File: src/sv/length_prefix_deframer_unit_defines.svh
// ----------------------------------------------------------------------------
// length_prefix_deframer_unit_defines
// Assertion macros used by the deframer core.
// ----------------------------------------------------------------------------
`ifndef LENGTH_PREFIX_DEFRAMER_UNIT_DEFINES_SVH
`define LENGTH_PREFIX_DEFRAMER_UNIT_DEFINES_SVH

// Clocked check, masked while reset is high.
`define LPD_ASSERT(lbl, prop) \
   lbl: assert property (@(posedge clock) disable iff (reset) prop) \
      else $error("lpd: assertion failed");

// Clocked check that also holds during reset.
`define LPD_ASSERT_ALWAYS(lbl, prop) \
   lbl: assert property (@(posedge clock) prop) \
      else $error("lpd: assertion failed");

`endif

File: src/sv/lpd_pkg.sv
// ----------------------------------------------------------------------------
// lpd_pkg
// Types and constants of the length-prefix deframer.
// ----------------------------------------------------------------------------
package lpd_pkg;

   // header is four bytes, big-endian
   localparam logic [2:0]  HDR_BYTES     = 3'd4;
   localparam logic [2:0]  HDR_LAST      = 3'd3;
   localparam logic [31:0] MAX_LEN_RESET = 32'd5242880;
   localparam int          BYTE_BITS     = 8;

   // register file: one 32-bit register at byte address 0
   localparam int         CSR_ADDR_W  = 3;
   localparam logic [0:0] REG_MAX_LEN = 1'b0;

   typedef enum logic [1:0] {
      KIND_PAYLOAD = 2'd0,
      KIND_EMPTY   = 2'd1,
      KIND_ERROR   = 2'd2
   } kind_type;

   typedef struct packed {
      logic                 valid;
      kind_type             kind;
      logic [BYTE_BITS-1:0] payload_byte;
      logic                 last_of_message;
   } result_type;

endpackage

File: src/sv/lpd_stream_if.sv
// ----------------------------------------------------------------------------
// lpd_stream_if
// Valid/ready channels for incoming bytes and outgoing results.
// ----------------------------------------------------------------------------
interface lpd_req_if;
   logic       valid;
   logic       ready;
   logic [7:0] data_byte;

   modport source (output valid, output data_byte, input ready);
   modport sink   (input valid, input data_byte, output ready);
endinterface

interface lpd_rsp_if;
   logic       valid;
   logic       ready;
   logic [1:0] kind;
   logic [7:0] payload_byte;
   logic       last_of_message;

   modport source (output valid, output kind, output payload_byte,
                   output last_of_message, input ready);
   modport sink   (input valid, input kind, input payload_byte,
                   input last_of_message, output ready);
endinterface

File: src/sv/lpd_csr.sv
// ----------------------------------------------------------------------------
// lpd_csr
// APB register holding the maximum payload length.
// ----------------------------------------------------------------------------
module lpd_csr (
   input  logic                          clock,
   input  logic                          reset,
   input  logic                          psel,
   input  logic                          penable,
   input  logic                          pwrite,
   input  logic [lpd_pkg::CSR_ADDR_W-1:0] paddr,
   input  logic [31:0]                   pwdata,
   output logic [31:0]                   prdata,
   output logic                          pready,
   output logic [31:0]                   max_len
);

   logic [31:0] max_len_ff;
   logic [31:0] max_len_in;
   logic        reg_hit;

   assign pready  = 1'b1;
   assign reg_hit = (paddr[lpd_pkg::CSR_ADDR_W-1:2] == lpd_pkg::REG_MAX_LEN);

   always_comb begin
      max_len_in = max_len_ff;
      if (psel && penable && pwrite && reg_hit) begin
         max_len_in = pwdata;
      end
   end

   always_ff @(posedge clock) begin
      if (reset) begin
         max_len_ff <= lpd_pkg::MAX_LEN_RESET;
      end else begin
         max_len_ff <= max_len_in;
      end
   end

   assign prdata  = reg_hit ? max_len_ff : 32'd0;
   assign max_len = max_len_ff;

endmodule

File: src/sv/lpd_core.sv
// ----------------------------------------------------------------------------
// lpd_core
// Input register and framing state; decodes one byte per cycle while the result register is free.
// ----------------------------------------------------------------------------
`include "length_prefix_deframer_unit_defines.svh"

module lpd_core (
   input  logic                clock,
   input  logic                reset,
   lpd_req_if.sink             req,
   input  logic [31:0]         max_len,
   input  logic                out_free,
   output lpd_pkg::result_type res
);

   logic       s1_valid_ff;
   logic       s1_valid_in;
   logic [7:0] s1_byte_ff;
   logic       fire;

   logic [2:0]  header_count_ff, header_count_in;
   logic [31:0] length_word_ff,  length_word_in;
   logic [31:0] payload_count_ff, payload_count_in;
   logic        error_stuck_ff,  error_stuck_in;

   logic [31:0] len_shift;
   logic [31:0] pc_next;

   // the held byte moves on once the result register can take it
   assign fire      = s1_valid_ff && out_free;
   assign req.ready = !s1_valid_ff || out_free;

   assign s1_valid_in = req.ready ? req.valid : s1_valid_ff;

   assign len_shift = {length_word_ff[31-lpd_pkg::BYTE_BITS:0], s1_byte_ff};
   assign pc_next   = payload_count_ff + 32'd1;

   always_comb begin
      header_count_in  = header_count_ff;
      length_word_in   = length_word_ff;
      payload_count_in = payload_count_ff;
      error_stuck_in   = error_stuck_ff;
      res              = '0;
      if (fire && !error_stuck_ff) begin
         if (header_count_ff < lpd_pkg::HDR_BYTES) begin
            header_count_in = header_count_ff + 3'd1;
            length_word_in  = len_shift;
            if (header_count_ff == lpd_pkg::HDR_LAST) begin
               if (len_shift > max_len) begin
                  error_stuck_in = 1'b1;
                  res.valid      = 1'b1;
                  res.kind       = lpd_pkg::KIND_ERROR;
               end else if (len_shift == 32'd0) begin
                  header_count_in     = 3'd0;
                  length_word_in      = 32'd0;
                  payload_count_in    = 32'd0;
                  res.valid           = 1'b1;
                  res.kind            = lpd_pkg::KIND_EMPTY;
                  res.last_of_message = 1'b1;
               end else begin
                  payload_count_in = 32'd0;
               end
            end
         end else begin
            res.valid        = 1'b1;
            res.kind         = lpd_pkg::KIND_PAYLOAD;
            res.payload_byte = s1_byte_ff;
            if (pc_next >= length_word_ff) begin
               header_count_in     = 3'd0;
               length_word_in      = 32'd0;
               payload_count_in    = 32'd0;
               res.last_of_message = 1'b1;
            end else begin
               payload_count_in = pc_next;
            end
         end
      end
   end

   always_ff @(posedge clock) begin
      if (reset) begin
         s1_valid_ff      <= 1'b0;
         header_count_ff  <= 3'd0;
         length_word_ff   <= 32'd0;
         payload_count_ff <= 32'd0;
         error_stuck_ff   <= 1'b0;
      end else begin
         s1_valid_ff      <= s1_valid_in;
         header_count_ff  <= header_count_in;
         length_word_ff   <= length_word_in;
         payload_count_ff <= payload_count_in;
         error_stuck_ff   <= error_stuck_in;
      end
   end

   always_ff @(posedge clock) begin
      if (req.valid && req.ready) begin
         s1_byte_ff <= req.data_byte;
      end
   end

   `LPD_ASSERT(a_error_sticky, error_stuck_ff |=> error_stuck_ff)
   `LPD_ASSERT(a_error_sets_stuck, (res.valid && res.kind == lpd_pkg::KIND_ERROR) |=> error_stuck_ff)
   `LPD_ASSERT_ALWAYS(a_no_result_when_stuck, error_stuck_ff |-> !res.valid)
   `LPD_ASSERT(a_header_count_range, header_count_ff <= lpd_pkg::HDR_BYTES)

endmodule

File: src/sv/lpd_out.sv
// ----------------------------------------------------------------------------
// lpd_out
// Result register driving the response channel.
// ----------------------------------------------------------------------------
module lpd_out (
   input  logic                clock,
   input  logic                reset,
   input  lpd_pkg::result_type res,
   output logic                out_free,
   lpd_rsp_if.source           rsp
);

   logic                rsp_valid_ff;
   logic                rsp_valid_in;
   lpd_pkg::result_type rsp_data_ff;

   // free when empty or the held beat leaves this cycle
   assign out_free     = !rsp_valid_ff || rsp.ready;
   assign rsp_valid_in = out_free ? res.valid : rsp_valid_ff;

   always_ff @(posedge clock) begin
      if (reset) begin
         rsp_valid_ff <= 1'b0;
      end else begin
         rsp_valid_ff <= rsp_valid_in;
      end
   end

   always_ff @(posedge clock) begin
      if (out_free && res.valid) begin
         rsp_data_ff <= res;
      end
   end

   assign rsp.valid           = rsp_valid_ff;
   assign rsp.kind            = rsp_data_ff.kind;
   assign rsp.payload_byte    = rsp_data_ff.payload_byte;
   assign rsp.last_of_message = rsp_data_ff.last_of_message;

endmodule

File: src/sv/length_prefix_deframer_unit.sv
// ----------------------------------------------------------------------------
// length_prefix_deframer_unit
// Splits a byte stream into messages with a 4-byte big-endian length header.
// ----------------------------------------------------------------------------
// Usage:
//   req_chan carries one raw stream byte per beat. rsp_chan carries one
//   result per beat: a payload byte (last_of_message on the final one), an
//   empty-message marker for a zero length, or an oversize error when the
//   header length exceeds max_payload_len. Header bytes produce no beat
//   unless the length is zero or oversize. After an error the block drops
//   every byte until reset. max_payload_len sits at byte address 0 of the
//   APB port; write it only while no byte is in flight.
// Timing:
//   A byte accepted into the input register is decoded there and its result
//   is captured in the result register, which drives rsp_chan. One byte per
//   cycle is sustained while rsp_chan is not held off; the input register,
//   the decode logic and the result register form one registered pass with
//   no iteration.
// Reset: clears the framing state and the sticky error and restores the
//   maximum to 5242880; no clearing pass is needed.
// Stall: while rsp_chan is held off, the result register holds its beat;
//   an empty input register takes one more byte, then req_chan.ready drops.
// ----------------------------------------------------------------------------
module length_prefix_deframer_unit (
   input  logic                          clock,
   input  logic                          reset,
   lpd_req_if.sink                       req_chan,
   lpd_rsp_if.source                     rsp_chan,
   input  logic                          psel,
   input  logic                          penable,
   input  logic                          pwrite,
   input  logic [lpd_pkg::CSR_ADDR_W-1:0] paddr,
   input  logic [31:0]                   pwdata,
   output logic [31:0]                   prdata,
   output logic                          pready
);

   logic [31:0]         max_len;
   logic                out_free;
   lpd_pkg::result_type res;

   // hold the length limit
   lpd_csr u_csr (
      .clock   (clock),
      .reset   (reset),
      .psel    (psel),
      .penable (penable),
      .pwrite  (pwrite),
      .paddr   (paddr),
      .pwdata  (pwdata),
      .prdata  (prdata),
      .pready  (pready),
      .max_len (max_len)
   );

   // register the byte, advance header/payload counters, form the result
   lpd_core u_core (
      .clock    (clock),
      .reset    (reset),
      .req      (req_chan),
      .max_len  (max_len),
      .out_free (out_free),
      .res      (res)
   );

   // hold the result beat until the receiver takes it
   lpd_out u_out (
      .clock    (clock),
      .reset    (reset),
      .res      (res),
      .out_free (out_free),
      .rsp      (rsp_chan)
   );

endmodule
File: src/flat_wrapper.sv
// flat-port wrapper written by rule: the top's interface ports become plain ports
module length_prefix_deframer_unit_flat 
  (clock, reset, psel, penable, pwrite, paddr, pwdata, prdata, pready, req_chan_valid, req_chan_data_byte, req_chan_ready, rsp_chan_valid, rsp_chan_kind, rsp_chan_payload_byte, rsp_chan_last_of_message, rsp_chan_ready);
  lpd_req_if req_chan_i ();
  lpd_rsp_if rsp_chan_i ();
  input  logic clock;
  input  logic reset;
  input  logic psel;
  input  logic penable;
  input  logic pwrite;
  input  logic [lpd_pkg::CSR_ADDR_W-1:0] paddr;
  input  logic [31:0] pwdata;
  output logic [31:0] prdata;
  output logic pready;
  input wire logic [$bits(req_chan_i.valid)-1:0] req_chan_valid;
  input wire logic [$bits(req_chan_i.data_byte)-1:0] req_chan_data_byte;
  output wire logic [$bits(req_chan_i.ready)-1:0] req_chan_ready;
  output wire logic [$bits(rsp_chan_i.valid)-1:0] rsp_chan_valid;
  output wire logic [$bits(rsp_chan_i.kind)-1:0] rsp_chan_kind;
  output wire logic [$bits(rsp_chan_i.payload_byte)-1:0] rsp_chan_payload_byte;
  output wire logic [$bits(rsp_chan_i.last_of_message)-1:0] rsp_chan_last_of_message;
  input wire logic [$bits(rsp_chan_i.ready)-1:0] rsp_chan_ready;
  assign req_chan_i.valid = req_chan_valid;
  assign req_chan_i.data_byte = req_chan_data_byte;
  assign req_chan_ready = req_chan_i.ready;
  assign rsp_chan_valid = rsp_chan_i.valid;
  assign rsp_chan_kind = rsp_chan_i.kind;
  assign rsp_chan_payload_byte = rsp_chan_i.payload_byte;
  assign rsp_chan_last_of_message = rsp_chan_i.last_of_message;
  assign rsp_chan_i.ready = rsp_chan_ready;
  length_prefix_deframer_unit u_core (.clock(clock), .reset(reset), .req_chan(req_chan_i), .rsp_chan(rsp_chan_i), .psel(psel), .penable(penable), .pwrite(pwrite), .paddr(paddr), .pwdata(pwdata), .prdata(prdata), .pready(pready));
endmodule
File: config.mk
export PLATFORM = sky130hd
export DESIGN_NAME = length_prefix_deframer_unit_flat
export DESIGN_NICKNAME = d
export VERILOG_FILES = /design/src/sv/lpd_pkg.sv /design/src/sv/lpd_stream_if.sv /design/src/sv/lpd_csr.sv /design/src/sv/lpd_core.sv /design/src/sv/lpd_out.sv /design/src/sv/length_prefix_deframer_unit.sv /design/src/flat_wrapper.sv
export VERILOG_INCLUDE_DIRS = /design/src /design/src/sv
export SDC_FILE = /design/constraint.sdc
export NUM_CORES = 1
export LEC_CHECK = 0
export BUFFER_PORTS_ARGS = -buffer_cell sky130_fd_sc_hd__buf_4
export CAP_MARGIN = 15
export CORE_ASPECT_RATIO = 0.6
export CORE_MARGIN = 2
export CORE_UTILIZATION = 40
export DETAILED_ROUTE_END_ITERATION = 8
export PLACE_DENSITY = 0.61
export SYNTH_ARGS = -nofsm -noshare
export SYNTH_HDL_FRONTEND = slang
export SYNTH_SLANG_ARGS = --single-unit
File: constraint.sdc
create_clock -name clock -period 10.56 [get_ports clock]
set_input_delay 1.584 -clock clock [delete_from_list [all_inputs] [get_ports clock]]
set_output_delay 1.584 -clock clock [all_outputs]
set_load 0.02 [all_outputs]
==> metrics.cfg, run 1 <==
[status]
status = completed

[die]
die_x_um = 171
die-area_um2 = 17900
ios = 96
rows = 36
initial_core_util_pct = 41.2
chipHeight_um = 104
core-area_um2 = 16400

[layout]
final_util_pct = 49.9
n_antenna_cell = 0
area_delta_synth_final_pct = 21.3
layout.nets = 967
final_area_um2 = 8170
drive_gt1_share_pct = 17.4

[critical_path]
crit_path_start_kind = register
r2r_cells = 14
crit_path_max_fanout = 35
arrival_ns = 5.12
critPathMaxStageDelay_ns = 0.78
worst-setup-path-type = register to register
end_kind = register
cp.required_ns = 10.92
critPathSlowestCell = a21oi_4
path_cells = nand3_1 -> nand4bb_4 -> or4_4 -> nor3b_1 -> nor2b_1 -> or2_1 -> ha_1 -> nand4_1 -> nor3_1 -> a2111oi_0 -> o211ai_1 -> a31o_2 -> a21oi_4 -> a22o_1

[power]
fin_total_pwr_mw = 1.11
p_leak_nw = 3.47
ir_drop_mv = 0.102
powerDensity_nw_per_um2 = 136

[placement]
port_buffers = 92
place_area_um2 = 7580
dp_slack_ns = 5.84
dp_hpwl_um = 12800
place_congestion = 0.780

[cts]
cts_hold_repair.buffers = 0
htree_levels = 4
cts_root_buf = clkbuf_16
path_clk_slew_ns = 0.06
cts_resized = 0
postCtsSetupBuffers = 0
cts_buffer_depth = 2
clock-sinks = 121
clk_latency_ns = 0.42
cts_made_buffers = 17
cts_tree = done

[yosys]
synth_common_cells = dfxtp_1 (102), nand2_1 (102), nor2_1 (74)
ys_warn_count = 0
yosysSeqAreaShare_pct = 38.8
dominantRegCellSynth = dfxtp_1
synth_area_per_cell_um2 = 8.81
yosys_register_bits = 121
async_reset_ff_share_pct = 0
synth_area_leaders = dfxtp_1 (30%), ha_1 (13%), edfxtp_1 (8.5%), a22o_1 (6.2%), nand2_1 (5.7%)
synth_nets = 882
netlist_instances = 764
synthesis.area_um2 = 6730
synth_top_cell_area_share_pct = 30.3
yosysUniqueCellTypes = 65
synth_top_area_cell = dfxtp_1
synth_edf_count = 19

[grt]
grt_max_degree = 43
grt_overflow = 0
grt_pass1_wl_um = 28600
first_global_vias = 5276
grt_util_all_layers_pct = 20.5
antenna_found_initial = 0

[drt]
ant_nets = 0
wl_per_cell_um = 16.1
wl_um = 17600
via_per_inst = 5.18
dr_total_vias = 5643
drc = 0
drtIter0Drc = 426
first_pass_iters = 7

[sta]
period_needed_ns = 4.76
period_share_pct = 45.1
maxSlewViolCount = 0
fmax_mhz = 210
fin_ws_ns = 5.80
fin_skew_ns = 0.00759
worstMarginPinSlew_ns = 0.980
rsz0062_at_grt = no
tns_ns = 0
max_slew_margin_pct = 34.6
finalHoldViolCount = 0
setup_viol = 0

[worst_hold_path]
whs_path_depth = 2
min-delay-path-class = register to register

[run]
drv_cap = 0

-- layout by cell type, fill, tap and decap left out, types with 3 or more instances in the layout --
cell	instances
nand2_1	102
nand4_1	16
a211o_1	5
ha_1	68
clkinv_4	5
edfxtp_1	19
o21ai_0	10
dfxtp_1	102
clkinv_2	6
buf_4	97
nor3_1	8
nor2_1	74
nor2b_1	7
a221o_1	13
a21oi_1	56
and2_1	4
nand4_2	3
o211ai_1	3
xnor2_1	20
nand3_1	17
xor2_1	7
a22o_1	48
nor4_1	11
inv_1	72
a211oi_1	3
a21o_1	3
and3_1	16
clkbuf_16	17
-- area by class of cell --
type,count,area [um^2]
clock buffers,17,425
clock inverters,15,129
fillers,1595,8190
inverters,72,270
multi-input cells,538,3680
flip-flops and latches,121,2610
well taps,228,285
repair buffers,99,761
-- per-stage QoR --
step                std cells  hold slack [ns]
floorplan                 764            0.431
finish                   1090            0.454
global route             1090            0.471
global placement         1056            0.443
detailed placement       1056            0.447
CTS                      1088            0.455
-- metal layers --
layer	GRT usage [%]	vias up	wire length, um
li1	-	2871	-
met3	5.29	16	1260
met1	34.0	2595	10000
met2	24.8	161	6180
met4	5.21	0	139
met5	0	-	0
-- where the power goes --
part	leakage, nW	internal [mW]	total [mW]	switching (mW)
Clock	0.277	0.323	0.546	0.223
Combinational	2.17	0.0349	0.0805	0.0456
Sequential	1.03	0.476	0.487	0.0107
Total	3.47	0.834	1.11	0.279
-- registers in the layout, summed over array words and instances, names as in the netlist --
signal                            flops
u_core.u_core.error_stuck_ff          1
u_core.u_core.payload_count_ff       32
u_core.u_out.rsp.last_of_message      1
u_core.u_core.s1_valid_ff             1
u_core.u_core.header_count_ff         3
u_core.u_out.rsp.valid                1
u_core.u_core.s1_byte_ff              8
u_core.u_core.length_word_ff         32
u_core.u_out.rsp.payload_byte         8
u_core.u_csr.max_len                 32
u_core.u_out.rsp.kind                 2
-- cell families after synthesis --
logic type / Yosys count / synth area share (%)
AND/OR/NAND/NOR: 280 / 20.8
adder cells (fa/ha/maj): 68 / 12.6
multiplexers: 1 / 0.167
other: 1 / 0.0557
flip-flops: 121 / 38.8
buffers and inverters: 105 / 6.64
XOR/XNOR: 27 / 3.51
AO/OA/AOI/OAI: 161 / 17.4
-- worst paths after layout --
kind	from	endpoint	slack, ns
worst max register to register	u_core.u_core.payload_count_ff[0]	u_core.u_core.length_word_ff[28]	5.80
worst min-delay path	u_core.u_csr.max_len[18]	u_core.u_csr.max_len[18]	0.45
worst max-delay path	u_core.u_core.payload_count_ff[0]	u_core.u_core.length_word_ff[28]	5.80
worst min register to register	u_core.u_csr.max_len[18]	u_core.u_csr.max_len[18]	0.45
-- critical path, delay by kind of cell, from the launching register on --
family / cells / cell delay (ns)
and+or+nand+nor: 8 / 2.02
AOI/OAI and AO/OA: 5 / 1.98
adders and majority gates: 1 / 0.29
DFF: 1 / 0.39
Power figures use the tool's default switching activity.
==> inputs of run 2 (changes only) <==
--- a/config.mk
+++ b/config.mk
@@ -6,13 +6,14 @@
 export SDC_FILE = /design/constraint.sdc
 export NUM_CORES = 1
 export LEC_CHECK = 0
+export ABC_AREA = 1
 export BUFFER_PORTS_ARGS = -buffer_cell sky130_fd_sc_hd__buf_4
 export CAP_MARGIN = 15
 export CORE_ASPECT_RATIO = 0.6
 export CORE_MARGIN = 2
 export CORE_UTILIZATION = 40
 export DETAILED_ROUTE_END_ITERATION = 8
-export PLACE_DENSITY = 0.61
+export PLACE_DENSITY = 0.63
 export SYNTH_ARGS = -nofsm -noshare
 export SYNTH_HDL_FRONTEND = slang
 export SYNTH_SLANG_ARGS = --single-unit
==> constraint.sdc (replaced) <==
create_clock -name clock -period 3.9 [get_ports clock]
set_input_delay 0.585 -clock clock [delete_from_list [all_inputs] [get_ports clock]]
set_output_delay 0.585 -clock clock [all_outputs]
set_load 0.02 [all_outputs]
==> metrics.cfg, run 2 <==
[cts]
cts_buffer_depth = 2  ; unchanged
clock-sinks = 121  ; unchanged
postCtsSetupBuffers = 0  ; unchanged
cts_made_buffers = 17  ; unchanged
cts_root_buf = clkbuf_16
path_clk_slew_ns = 0.06  ; about the same
cts_hold_repair.buffers = 0  ; unchanged
cts_tree = done
htree_levels = 4  ; unchanged
clk_latency_ns = 0.42  ; about the same

[die]
ios = 96  ; unchanged
die-area_um2 = 18900  ; +5.4%
initial_core_util_pct = 41.1  ; about the same
core-area_um2 = 17300  ; +5.6%
die_x_um = 176  ; +2.7%
rows = 37  ; +2.8%
chipHeight_um = 107  ; +2.7%

[critical_path]
cp-endpoint = u_core.u_core.length_word_ff[20]
rr_endpoint = u_core.u_core.length_word_ff[20]
critPathMaxStageDelay_ns = 0.41  ; -0.37 ns
arrival_ns = 3.86  ; -1.26 ns
worst-setup-path-type = register to register
r2r_cells = 18  ; +4
crit_path_max_fanout = 27  ; -23%
cp-startpoint = u_core.u_core.payload_count_ff[0]
end_kind = register
ff2ff_setup_slack_ns = 0.34  ; -5.45 ns
r2r_start = u_core.u_core.payload_count_ff[0]
critPathSlowestCell = dfxtp_1
crit_path_start_kind = register
path_cells = ha_1 -> nand3_2 -> nor2_4 -> nand2_2 -> nor3_1 -> xor2_1 -> ha_1 -> nand2_1 -> nor2_1 -> nor3_1 -> nand2_1 -> nor2_1 -> nand4_1 -> nand2_1 -> inv_1 -> buf_12 -> nor2_1 -> nor2_1
crit_top_cell = nor2_1
cp.required_ns = 4.20  ; -6.72 ns

[layout]
final_cell_mix = nor2_1 (192), nand2_1 (145), inv_1 (123), dfxtp_1 (102), buf_4 (97)
layout_commonest_cell = nor2_1
multi_input_area_um2 = 3850  ; +4.5%
final_area_um2 = 8630  ; +5.7%
fillers = 1709  ; +7.1%
register_area_um2 = 2610  ; unchanged
n_antenna_cell = 0  ; unchanged
drive_gt1_share_pct = 13.7  ; -3.7 points
area_delta_synth_final_pct = 21.4  ; about the same
layout.nets = 1186  ; +23%

[yosys]
yosys_register_bits = 121  ; unchanged
netlist_instances = 990  ; +30%
synth_top_area_cell = dfxtp_1
synth_top_cell_area_share_pct = 28.7  ; -1.6 points
yosysMostFrequentCell = nor2_1
dominantRegCellSynth = dfxtp_1
synth_area_per_cell_um2 = 7.18  ; -19%
synth_common_cells = nor2_1 (193), nand2_1 (145), inv_1 (123)
synthesis.area_um2 = 7110  ; +5.6%
synth_area_leaders = dfxtp_1 (29%), ha_1 (12%), nor2_1 (10%), edfxtp_1 (8.0%), nand2_1 (7.7%)
async_reset_ff_share_pct = 0  ; unchanged
yosysUniqueCellTypes = 37  ; -43%
synth_nets = 1108  ; +26%
ys_warn_count = 0  ; unchanged
yosysSeqAreaShare_pct = 36.8  ; -2.1 points
synth_edf_count = 19  ; unchanged

[sta]
finalHoldViolCount = 0  ; unchanged
period_needed_ns = 3.56  ; -1.21 ns
tns_ns = 0  ; unchanged
hold_ws_ns = 0.344  ; -0.110 ns
max_slew_margin_pct = 59.9  ; +25 points
worstMarginPinSlew_ns = 0.602  ; -0.378 ns
period_share_pct = 91.2  ; +46 points
maxSlewViolCount = 0  ; unchanged
fmax_mhz = 281  ; +34%
fin_skew_ns = 0.0105  ; +0.00294 ns
rsz0062_at_grt = no
fin_ws_ns = 0.342  ; -5.45 ns
setup_viol = 0  ; unchanged

[drt]
first_pass_iters = 4  ; -3
drtIter0Drc = 455  ; +6.8%
wl_um = 18500  ; +5.0%
drc = 0  ; unchanged
wl_per_cell_um = 14.0  ; -13%
via_per_inst = 4.90  ; -5.3%
ant_nets = 0  ; unchanged
dr_total_vias = 6448  ; +14%

[power]
fin_total_pwr_mw = 3.49  ; +210%
powerDensity_nw_per_um2 = 405  ; +200%
ir_drop_mv = 0.262  ; +160%
p_leak_nw = 4.11  ; +18%

[grt]
grt_overflow = 0  ; unchanged
antenna_found_initial = 0  ; unchanged
grt_pass1_wl_um = 30300  ; +6.0%
first_global_vias = 5960  ; +13%
grt_util_all_layers_pct = 20.3  ; -0.27 points
grt_max_degree = 64  ; +49%

[worst_hold_path]
min-delay-path-class = input port to register

[status]
status = completed

[run]
drv_cap = 0  ; unchanged

[placement]
place_congestion = 0.854  ; +9.5%
place_area_um2 = 8010  ; +5.7%
port_buffers = 92  ; unchanged
dp_hpwl_um = 13400  ; +4.7%
dp_slack_ns = 0.338  ; -5.50 ns

-- run 2: cell types whose count changed after synthesis, sizes merged, moves of 10 or more --
cell / change
a21oi: +39
nand3: +13
nor2: +122
o21ai: +73
xor2: +11
inv: +53
a22o: -48
and3: -14
nand2: +47
a221o: -13
nand4: -10
-- run 2: per-layer routing --
| layer | track usage, % | vias to the layer above | wire length, um | part of all wire [%] |
|---|---|---|---|---|
| met5 | 0 | - | 0 | 0 |
| met4 | 4.90 | 0 | 215 | 1.2 |
| met3 | 3.69 | 20 | 1030 | 5.6 |
| met2 | 28.4 | 174 | 7120 | 39 |
| met1 | 31.4 | 2892 | 10100 | 55 |
| li1 | - | 3362 | - | - |
-- run 2: how the worst min path moves through the flow --
stage,startpoint,to,slack [ns],cells after the start
3_3_place_gp,u_core.u_core.error_stuck_ff,u_core.u_core.error_stuck_ff,0.45,1
5_1_grt,req_chan_data_byte[5],u_core.u_core.s1_byte_ff[5],0.34,1
3_5_place_dp,u_core.u_core.error_stuck_ff,u_core.u_core.error_stuck_ff,0.47,1
6_report,req_chan_data_byte[5],u_core.u_core.s1_byte_ff[5],0.34,1
2_1_floorplan,u_core.u_core.error_stuck_ff,u_core.u_core.error_stuck_ff,0.44,1
4_1_cts,req_chan_data_byte[5],u_core.u_core.s1_byte_ff[5],0.34,1
-- run 2: report_power, final --
| group | switching, mW | total (mW) | internal (mW) |
|---|---|---|---|
| clock | 0.595 | 1.65 | 1.06 |
| sequential | 0.0434 | 1.36 | 1.32 |
| combinational | 0.294 | 0.478 | 0.184 |
| total | 0.933 | 3.49 | 2.56 |
-- run 2: kinds of logic after synthesis --
group / Yosys count / share of synthesized area [%]
flip-flops: 121 / 36.8
AO/OA/AOI/OAI: 190 / 13.7
XOR/XNOR: 29 / 3.68
adder cells (fa/ha/maj): 68 / 12.0
other: 1 / 0.0528
AND/OR/NAND/NOR: 414 / 24.7
buffers and inverters: 167 / 9.14
-- run 2: area by class of cell --
cell class	count	share of cell area (%)
multi-input cells	702	44.6
clock buffers	22	5.50
clock inverters	10	1.64
inverters	126	5.48
repair buffers	100	9.14
well taps	234	3.39
flip-flops and latches	121	30.3
-- run 2: through the flow --
stage | utilization [%] | std cells
final | 50.0 | 1315
after global routing | 50.0 | 1315
after CTS | 50.0 | 1315
after detailed placement | 46.4 | 1283
after global placement | 46.4 | 1283
after floorplan | - | 990
-- run 2: worst max-delay path, delay by kind of cell, from the launching register on --
kind	cells	cell delay [ns]
XOR/XNOR	1	0.34
adder cells (fa/ha/maj)	2	0.56
buffers and inverters	2	0.31
flip-flops	1	0.41
AND/OR/NAND/NOR	13	1.82
-- run 2: timing repair --
action                                  4_1_cts  5_1_grt
resized for setup                             0        1
endpoints found under the setup margin        0       27
hold endpoints to repair                      0        0
==> inputs of run 3 (changes only) <==
--- a/config.mk
+++ b/config.mk
@@ -8,12 +8,11 @@
 export LEC_CHECK = 0
 export ABC_AREA = 1
 export BUFFER_PORTS_ARGS = -buffer_cell sky130_fd_sc_hd__buf_4
-export CAP_MARGIN = 15
 export CORE_ASPECT_RATIO = 0.6
 export CORE_MARGIN = 2
 export CORE_UTILIZATION = 40
 export DETAILED_ROUTE_END_ITERATION = 8
-export PLACE_DENSITY = 0.63
+export PLACE_DENSITY = 0.61
 export SYNTH_ARGS = -nofsm -noshare
 export SYNTH_HDL_FRONTEND = slang
 export SYNTH_SLANG_ARGS = --single-unit
==> constraint.sdc (replaced) <==
create_clock -name clock -period 3.87 [get_ports clock]
set_input_delay 0.5805 -clock clock [delete_from_list [all_inputs] [get_ports clock]]
set_output_delay 0.5805 -clock clock [all_outputs]
set_load 0.02 [all_outputs]
==> metrics.cfg, run 3 (same netlist as run 2, synthesis figures left out) <==
[layout]
final_cell_mix = nor2_1 (192), nand2_1 (145), inv_1 (123), dfxtp_1 (102), buf_4 (99)
fillers = 1730  ; +1.2%
final_cells = 1316  ; +0.076%
final_area_um2 = 8680  ; +0.59%
layout_commonest_cell = nor2_1
area_delta_synth_final_pct = 22.2
layout.nets = 1187  ; +0.084%
n_antenna_cell = 0  ; unchanged
drive_gt1_share_pct = 14.0  ; +0.26 points
register_area_um2 = 2610  ; unchanged
multi_input_area_um2 = 3850  ; +0.13%

[worst_hold_path]
hold_start = req_chan_data_byte[4]
whs_path_depth = 1  ; unchanged
min_to = u_core.u_core.s1_byte_ff[4]
min-delay-path-class = input port to register

[grt]
first_global_vias = 6015  ; +0.92%
grt_max_degree = 76  ; +19%
grt_util_all_layers_pct = 20.2  ; about the same
grt_pass1_wl_um = 30400  ; +0.11%
grt_overflow = 0  ; unchanged
antenna_found_initial = 0  ; unchanged

[cts]
clock-sinks = 121  ; unchanged
cts_made_buffers = 17  ; unchanged
clk_latency_ns = 0.42  ; about the same
cts_tree = done
cts_root_buf = clkbuf_16
postCtsSetupBuffers = 0  ; unchanged
path_clk_slew_ns = 0.06  ; about the same
cts_hold_repair.buffers = 0  ; unchanged
cts_buffer_depth = 2  ; unchanged
htree_levels = 4  ; unchanged

[sta]
finalHoldViolCount = 0  ; unchanged
fmax_mhz = 283  ; +0.60%
max_slew_margin_pct = 52.5  ; -7.4 points
rsz0062_at_grt = no
setup_viol = 0  ; unchanged
fin_skew_ns = 0.00746  ; -0.00308 ns
worstMarginPinSlew_ns = 0.713  ; +0.111 ns
period_needed_ns = 3.54  ; -0.0212 ns
fin_ws_ns = 0.333  ; -0.00882 ns
period_share_pct = 91.4  ; +0.16 points
maxSlewViolCount = 0  ; unchanged
tns_ns = 0  ; unchanged

[placement]
place_congestion = 0.869  ; +1.7%
place_area_um2 = 8010  ; about the same
dp_hpwl_um = 13300  ; -1.2%
dp_slack_ns = 0.314  ; -0.0239 ns
port_buffers = 92  ; unchanged
placedCellCount = 1284  ; +0.078%

[drt]
ant_nets = 0  ; unchanged
drtIter0Drc = 340  ; -25%
first_pass_iters = 5  ; +1
dr_total_vias = 6403  ; -0.70%
drc = 0  ; unchanged
wl_per_cell_um = 13.8  ; -1.6%
via_per_inst = 4.87  ; -0.77%
wl_um = 18200  ; -1.5%

[die]
chipHeight_um = 107  ; unchanged
die-area_um2 = 18900  ; unchanged
core-area_um2 = 17300  ; unchanged
ios = 96  ; unchanged
die_x_um = 176  ; unchanged
initial_core_util_pct = 41.1  ; unchanged
rows = 37  ; unchanged

[run]
drv_cap = 0  ; unchanged

[power]
powerDensity_nw_per_um2 = 417  ; +3.1%
ir_drop_mv = 0.305  ; +16%
pwr-share-clk_pct = 48.9  ; +1.6 points
p_sw_mw = 0.922  ; -1.2%
power.internal_mw = 2.70  ; +5.4%
power_frac_seq_pct = 37.9  ; -1.1 points
combPwrFrac_pct = 13.2  ; -0.5 points
p_leak_nw = 4.13  ; +0.49%
swShare_pct = 25.4  ; -1.3 points

[critical_path]
critPathMaxStageDelay_ns = 0.42  ; about the same
critPathSlowestCell = dfxtp_1
end_kind = register
crit_path_max_fanout = 27  ; unchanged
rr_endpoint = u_core.u_core.length_word_ff[23]
critPathTopFamily = simple AND/OR/NAND/NOR gates
crit_top_cell = nor2_1
worst-setup-path-type = register to register
path_cells = inv_1 -> nor2_2 -> nand3_1 -> nor2_1 -> nand2_1 -> xor2_1 -> inv_1 -> ha_1 -> a21oi_1 -> nor2_1 -> nor3_1 -> nand2_1 -> nor2_1 -> nand4_1 -> nand2_1 -> inv_1 -> buf_12 -> nor2_1 -> nor2_1
r2r_start = u_core.u_core.payload_count_ff[2]
crit_path_start_kind = register
worstSetupPathDepth = 19  ; +1
cp.required_ns = 4.18  ; -0.02 ns
r2r_cells = 19  ; +1
crit_buf_inv = 4  ; +2
ff2ff_setup_slack_ns = 0.33  ; about the same
arrival_ns = 3.84  ; -0.02 ns

[status]
status = completed

[run 3: changes by cell type in the layout (fill, tap and decap cells not counted)]
cell        delta
clkinv_4       -2
bufinv_16      +1
buf_12         -1
nand3_1        -1
buf_4          +2
inv_6          -1
nand3_2        +1
clkbuf_1       -1
clkbuf_8       -1
clkbuf_16      +2
clkinvlp_4     +2
[run 3: power by group through the flow]
stage / registers, mW / logic, mW / clock network [mW]
global route: 1.38 / 0.554 / 1.86
detailed placement: 1.40 / 0.474 / 0
finish: 1.37 / 0.477 / 1.77
CTS: 1.37 / 0.478 / 1.80
floorplan: 1.39 / 0.331 / 0
global placement: 1.40 / 0.467 / 0
[run 3: stage by stage]
stage / power (mW) / hold WS (ns) / util (%)
after floorplan: 1.72 / 0.440 / -
after global placement: 1.87 / 0.450 / 46.4
after detailed placement: 1.87 / 0.472 / 46.4
after CTS: 3.65 / 0.331 / 50.2
after global routing: 3.79 / 0.331 / 50.3
final: 3.62 / 0.344 / 50.3
[run 3: how the worst max path moves through the flow]
stage | start | end | slack, ns
floorplan | u_core.u_core.payload_count_ff[0] | u_core.u_core.header_count_ff[0] | 0.87
global placement | u_core.u_core.payload_count_ff[0] | u_core.u_core.length_word_ff[31] | 0.36
detailed placement | u_core.u_core.payload_count_ff[0] | u_core.u_core.length_word_ff[29] | 0.31
CTS | u_core.u_core.payload_count_ff[0] | u_core.u_core.length_word_ff[28] | 0.29
global route | u_core.u_core.payload_count_ff[0] | u_core.u_core.length_word_ff[25] | 0.01
finish | u_core.u_core.payload_count_ff[2] | u_core.u_core.length_word_ff[23] | 0.33
[run 3: final cells by class]
cell class / instances / share of cell area [%]
inverter: 126 / 5.45
sequential: 121 / 30.1
clock buffer: 22 / 5.84
clock inverter: 10 / 1.85
multi-input combinational: 702 / 44.4
tap: 234 / 3.37
timing repair buffer: 101 / 9.02
[run 3: layer usage]
layer	share of wire [%]	wire, um	global-route usage [%]	up-vias
met1	54	9910	31.1	2849
li1	-	-	-	3362
met4	0.85	155	5.02	0
met5	0	0	0	-
met2	39	7070	28.5	176
met3	5.9	1070	4.08	16
[run 3: what timing repair did]
item                                    in CTS  in global routing
endpoints found under the hold margin        0                  0
resized for setup                            0                  2
endpoints found under the setup margin       0                 27
